$ cat src/sv/ehs_ram.sv
`default_nettype none
module ehs_ram #(
  parameter int unsigned WIDTH = 8,
  parameter int unsigned DEPTH = 2,
  parameter int unsigned AW    = (DEPTH > 1) ? $clog2(DEPTH) : 1
) (
  input  logic             clk_i,
  input  logic             we_i,
  input  logic [AW-1:0]    waddr_i,
  input  logic [WIDTH-1:0] wdata_i,
  input  logic [AW-1:0]    raddr_i,
  output logic [WIDTH-1:0] rdata_o
);

  logic [WIDTH-1:0] mem_q [DEPTH];
  logic [WIDTH-1:0] rdata_q;

  always_ff @(posedge clk_i) begin
    if (we_i) begin
      mem_q[waddr_i] <= wdata_i;
    end
    rdata_q <= mem_q[raddr_i];
  end

  assign rdata_o = rdata_q;

endmodule
`default_nettype wire

$ cat config.mk
export PLATFORM = sky130hd
export DESIGN_NAME = ehs_ram
export DESIGN_NICKNAME = d
export VERILOG_FILES = /design/src/sv/ehs_ram.sv
export SDC_FILE = /design/constraint.sdc
export NUM_CORES = 1
export LEC_CHECK = 0
export ABC_AREA = 1
export BUFFER_PORTS_ARGS = -buffer_cell sky130_fd_sc_hd__buf_2
export CORE_ASPECT_RATIO = 0.8
export CORE_UTILIZATION = 42
export CTS_CLUSTER_DIAMETER = 200
export CTS_CLUSTER_SIZE = 8
export DETAILED_ROUTE_END_ITERATION = 12
export HOLD_SLACK_MARGIN = 0.02
export PLACE_DENSITY = 0.76
export SETUP_SLACK_MARGIN = 0.1
export SYNTH_ARGS = -nofsm -noshare
export SYNTH_HDL_FRONTEND = slang
export SYNTH_SLANG_ARGS = --single-unit
$ cat constraint.sdc
create_clock -name clk_i -period 0.9 [get_ports clk_i]
set_input_delay 0.045 -clock clk_i [delete_from_list [all_inputs] [get_ports clk_i]]
set_output_delay 0.045 -clock clk_i [all_outputs]
set_load 0.05 [all_outputs]
Yosys cells after proc, flatten, opt, wreduce, memory -nomap -nowiden
Memories as Yosys holds them, arrays and structs flattened. A register that Yosys moved wholly into a read port is not among the register bits.
Cells that the tools add are included.
Widths: inputs -> output; s select.
{"block": "totals", "register_bits": 0, "ramBits": 16, "wordCells": 3, "n_memories": 1}
{"block": "classes", "muxes": 2}
{"name": "mem_q", "words": 2, "width": 8, "rd": 1, "rd_ports_with_merged_regs": 1, "write_ports": 1, "line": "15", "text": "logic [WIDTH-1:0] mem_q [DEPTH];"}
{"operator": "$mux 1", "n": 2}

Logic depth before layout (Yosys ltp)
Gate-level depths: netlist (run 1).
{"block": "logic_depth", "word_depth": 2, "ltp_mapped": 4}

Least setup slack after synthesis (run 1)
Ideal clock, no wire load.
{"block": "synth_timing", "kind": "input to register", "start": "input port we_i", "end": "memory mem_q[0][0], enable pin", "setup_time_ps": 371, "t_arrival_ps": 434, "t_required_ps": 529, "setup_slack_ps": 95, "cell_stages": 2, "path_buffers": 0, "cell_sequence": "inv_1 > nor2_1"}
{"block": "synth_between", "elab_chain_cells": 2}
{"item": "from (decl)", "line": "8", "text": "input logic we_i,"}
{"item": "$mux 1", "line": "19", "text": "if (we_i) begin"}
{"item": "$mux 1 (not written as such)", "line": "20", "text": "mem_q[waddr_i] <= wdata_i;"}
{"item": "to (decl)", "line": "15"}
Every way passes these cells.

Worst setup path after layout (run 1)
{"block": "layout_timing", "start": "register rdata_q[3] (netlist: rdata_o[3]) (read register of mem_q)", "end": "output port rdata_o[3]"}
{"item": "from (decl)", "line": "16", "text": "logic [WIDTH-1:0] rdata_q;"}
{"item": "to (decl)", "line": "12", "text": "output logic [WIDTH-1:0] rdata_o"}
No word-level cell between the ends.

==> metrics, run 1 <==
Tot GR Track Use 0.1350; synthesized area per cell between 10 and 15 um^2; slew margin rel. 0.7846; Synth area leaders edfxtp_1, dfxtp_1, nand2_1; P_leak ~0.46 nW; WL/cell 10.29 um; Synth Cell Area approximately 760 um^2; CTS Buf Count 3; Int Pwr approximately 0.0016 W; Tmin final 0.8475 ns; net total in the final layout 98; crit-path max FO 1; row cnt 13; number of unique standard cell types used by synthesis 7; most common cell after layout, fill and taps aside nand2_1; Setup violations, final 0; n_diodes 0; GR Util met1 0.1359; number of DRC markers in iteration 0 9; CP bufs+invs 1; HPWL Detailed about 720 um; Setup crit end kind output port; RSZ-0062 raised after global routing yes; final setup TNS 0 ns; Clk pwr share 0.223; combinational share of power 0.152; die width between 40 and 50 um; Setup crit start kind flop; slew at the pin closest to its max-slew limit 0.3227 ns; GP Congestion just under 0.7; final hold vios 0; crit path DAT ~0.8 ns; total power around 0.0021 W; first-pass GRT wire length approximately 1.8 mm; most frequent cells in the layout nand2_1, edfxtp_1, buf_2; Power Density around 1900 mW/mm^2; Num Clock Sinks 24; Routed Antenna Nets 0; Sequential Power Share 0.625; Layout Area Growth over Synthesis 40.30%; Sw Share 0.2419; Worst Hold Class in2reg; status complete, no violations; clock latency on the worst-skew pair 0.30 ns; CP max stage cell dfxtp_2; most crowded layer after global routing met2; cell family with most CP delay flip-flops; Ports 20; Area after DPL around 880 um^2; met3 GRT Util 0.08333; Clock Path Buffers 2; vias after detailed routing around 460; worst reg2reg setup slack about 0.28 ns; Net Count, Synth 66; CTS root buffer clkbuf_4; crit-path cells buf_8; Die ar. just under 0.002 mm^2; area share of the largest cell type after synthesis 0.6316; fillers 127; Critical Path RT approximately 0.85 ns; register area share after synthesis 0.8421; Die Ht ~40 um; Final Skew between 0.003 and 0.004 ns; total of max-cap violations 0; Slew Limit Fails 0; Yosys Warn Count 0; WL final approximately 1.1 mm; flops & latches, synth 24; worst vdd ir approximately 1.5 mV; pin count of the biggest net entering global routing 14; final routed DRC violation total 0; met2 Use GR 0.2399; first-pass iteration count of the detailed router 2; Initial Util 0.4585; antenna violations before repair 0; gr ovfl total 0; Sw Pwr about 0.0005 W; core outline area around 0.0017 mm^2; Clk pin slew, worst setup/hold paths about 0.12 ns; routed vias/inst between 4 and 5; vias in the first global route around 420; CP Class reg2out; share of cells above drive strength 1 0.3882; period utilization 0.9417; Synth area leader edfxtp_1; Util after Layout 0.6433; post-layout instance area ~0.0011 mm^2; buffer count from post-CTS setup fixing 0; CP max stage delay 0.36 ns; maximum clock frequency roughly 1.2 GHz; CTS tree yes; H-Tree Depth 1; PortBufs 19; Synth Instances 54
==> final timing paths <==
kind,from,end,cells after the start
worst max-delay path,rdata_o[3]$_DFF_P_,rdata_o[3],1
worst min-delay path,raddr_i,rdata_o[1]$_DFF_P_,3
worst max register to register,mem_q[0][5]$_DFFE_PP_,rdata_o[5]$_DFF_P_,2
worst min register to register,mem_q[0][3]$_DFFE_PP_,rdata_o[3]$_DFF_P_,2
==> power by group through the flow <==
stage / combinational (W) / clock (W) / sequential (W)
after floorplan: 0.0000518 / 0 / 0.00142
after global placement: 0.000234 / 0 / 0.00130
after detailed placement: 0.000239 / 0 / 0.00130
after CTS: 0.000307 / 0.000480 / 0.00129
after global routing: 0.000337 / 0.000523 / 0.00130
final: 0.000316 / 0.000464 / 0.00130
==> worst min-delay path, stage by stage <==
cell	delay, ns
buf_2	0.15
nand2_1	0.07
nand2_1	0.05
==> sequential cells by signal, indices dropped and copies added, names as in the netlist <==
register  count
rdata_o       8
mem_q        16
==> Yosys cell counts <==
cell type,instances
buf_6,1
dfxtp_1,8
edfxtp_1,16
inv_1,2
inv_2,1
nand2_1,25
nor2_1,1
==> per-stage QoR <==
stage	instances	hold slack (ns)	setup WS [ns]
final	107	0.03307	0.05251
after global routing	107	0.03224	0.01874
after CTS	107	0.03461	0.04890
after detailed placement	95	0.2360	0.1077
after global placement	95	0.2346	0.1447
after floorplan	54	0.1439	0.2477
==> metal layers <==
metal,up-vias,share of wire
li1,236,-
met1,206,0.43
met2,15,0.50
met3,0,0.064
met4,0,0
met5,-,0
==> timing repair <==
action | in CTS | in global routing
resized for setup | 25 | 4
endpoints found under the hold margin | 16 | 0
hold buffers | 8 | 0
endpoints found under the setup margin | 8 | 8
==> kinds of logic (layout without fill, tap and decap cells) <==
logic type | after synthesis | after routing | synth area share
buffers and inverters | 4 | 35 | 0.02960
DFF | 24 | 24 | 0.8421
and+or+nand+nor | 26 | 26 | 0.1283
==> final cells by class <==
type                    instances  area (um^2)  area share
repair buffers                 28        251.5      0.2356
clock buffers                   4        26.28     0.02462
multi-input cells              26        100.1     0.09379
flip-flops and latches         24        650.6      0.6096
well taps                      22        27.53     0.02579
inverters                       3        11.26     0.01055
(Power assumes the default switching activity.)
==> inputs of run 2 (changes only) <==
Settings changed: MAX_ROUTING_LAYER from default to met4.
==> run 2 against run 1 <==
- register-to-register slack barely moved
- sequential power barely moved
- clock power barely moved
- count of clock-buffer cells in the layout did not move
- final cell count did not move
- sequential cell count did not move
- largest power group unchanged
==> metrics, run 2 (same netlist as run 1, synthesis figures left out) <==
core outline area 0.001659 mm^2 (unchanged); met2 Use GR 0.2399 (unchanged); register area 650.6 um^2 (unchanged); CP bufs+invs 1 (unchanged); Die Ht 40.07 um (unchanged); share of cells above drive strength 1 0.3882 (unchanged); Clk pin slew, worst setup/hold paths 0.12 ns (about the same); Setup violations, final 0 (unchanged); number of DRC markers in iteration 0 10 (was 9); max reg flops 16 (unchanged); gr ovfl total 0 (unchanged); net total in the final layout 98 (unchanged); Clock Path Buffers 2 (unchanged); Setup crit start kind flop (unchanged); n_diodes 0 (unchanged); total of max-cap violations 0 (unchanged); Ports 20 (unchanged); post-layout instance area 0.001067 mm^2 (unchanged); PortBufs 19 (unchanged); final routed DRC violation total 0 (unchanged); Setup crit end kind output port (unchanged); final setup TNS 0 ns (unchanged); crit-path cells buf_8 (unchanged); CTS tree yes (unchanged); multi-input logic area 100.1 um^2 (unchanged); first-pass iteration count of the detailed router 2 (unchanged); die width 49.58 um (unchanged); Slew Limit Fails 0 (unchanged); final hold vios 0 (unchanged); Initial Util 0.4585 (unchanged); most common cell after layout, fill and taps aside nand2_1 (unchanged); most frequent cells in the layout nand2_1, edfxtp_1, buf_2 (unchanged); GR Util met1 0.1359 (unchanged); GP Congestion 0.6973 (was 0.6901); P_leak 0.4620 nW (unchanged); Layout Area Growth over Synthesis 40.30% (unchanged); RSZ-0062 raised after global routing yes (unchanged); dpl cells 95 (unchanged); Area after DPL 882.1 um^2 (unchanged); Die ar. 0.001986 mm^2 (unchanged); maximum clock frequency 1.177 GHz (was 1.180 GHz); HPWL Detailed 723.8 um (unchanged); Tot GR Track Use 0.1394 (was 0.1350); first-pass GRT wire length 1.766 mm (was 1.759 mm); vias after detailed routing 462 (was 457); CTS root buffer clkbuf_4 (unchanged); CP max stage cell dfxtp_2 (unchanged); Num Clock Sinks 24 (unchanged); Worst Hold Class in2reg (unchanged); Power Density 1945 mW/mm^2 (about the same); slew margin rel. 0.7869 (was 0.7846); CP max stage delay 0.36 ns (about the same); WL final 1.096 mm (was 1.101 mm); pin count of the biggest net entering global routing 14 (unchanged); routed vias/inst 4.318 (was 4.271); Final Skew 0.004071 ns (was 0.003202 ns); crit path DAT 0.80 ns (about the same); met3 GRT Util 0.08333 (unchanged); worst vdd ir 1.519 mV (was 1.517 mV); vias in the first global route 422 (was 423); Routed Antenna Nets 0 (unchanged); row cnt 13 (unchanged); period utilization 0.9441 (was 0.9417); CP Class reg2out (unchanged); Critical Path RT 0.85 ns (about the same); buffer count from post-CTS setup fixing 0 (unchanged); antenna violations before repair 0 (unchanged); fin cells 107 (unchanged); Tmin final 0.8496 ns (was 0.8475 ns); crit-path max FO 1 (unchanged); CTS Buf Count 3 (unchanged); clock latency on the worst-skew pair 0.31 ns (was 0.30 ns); H-Tree Depth 1 (unchanged); WL/cell 10.24 um (was 10.29 um); status complete, no violations (unchanged); most crowded layer after global routing met2 (unchanged); Largest Register mem_q (unchanged); slew at the pin closest to its max-slew limit 0.3193 ns (was 0.3227 ns); fillers 127 (unchanged); cell family with most CP delay flip-flops (unchanged)
## run 2: path summary, 6_finish.rpt
check / startpoint / endpoint / slack [ns] / cells past startpoint
worst max-delay path: rdata_o[3]$_DFF_P_ / rdata_o[3] / 0.05 / 1
worst min-delay path: raddr_i / rdata_o[1]$_DFF_P_ / 0.03 / 3
worst max register to register: mem_q[0][5]$_DFFE_PP_ / rdata_o[5]$_DFF_P_ / 0.28 / 2
worst min register to register: mem_q[0][3]$_DFFE_PP_ / rdata_o[3]$_DFF_P_ / 0.45 / 2
## run 2: power breakdown
group          switching, W  total (W)  leakage, nW  internal, W
clock network      0.000291   0.000464       0.0150     0.000173
logic              0.000182   0.000316        0.229     0.000134
registers         0.0000290    0.00130        0.218      0.00127
total              0.000502    0.00208        0.462      0.00157
## run 2: routing by layer
layer | share of wire | routed length (um)
met5 | 0 | 0
met4 | 0.0073 | 8
met2 | 0.50 | 552
met3 | 0.069 | 76
met1 | 0.42 | 460
## run 2: through the flow
step / hold slack [ns] / worst slack [ns] / utilization / power, W
floorplan: 0.1439 / 0.2477 / - / 0.001469
global placement: 0.2346 / 0.1447 / 0.5317 / 0.001535
detailed placement: 0.2360 / 0.1077 / 0.5317 / 0.001543
CTS: 0.03461 / 0.04890 / 0.6342 / 0.002081
global route: 0.03224 / 0.01874 / 0.6433 / 0.002163
finish: 0.03133 / 0.05035 / 0.6433 / 0.002076
## run 2: area by class of cell
class	count	area share
clock buffer	4	0.02462
sequential	24	0.6096
timing repair buffer	28	0.2356
tap	22	0.02579
inverter	3	0.01055
multi-input combinational	26	0.09379
## run 2: what timing repair did
| action | CTS | global route |
|---|---|---|
| resized for setup | 25 | 4 |
| endpoints found under the hold margin | 16 | 0 |
| endpoints found under the setup margin | 8 | 8 |
| hold buffers | 8 | 0 |
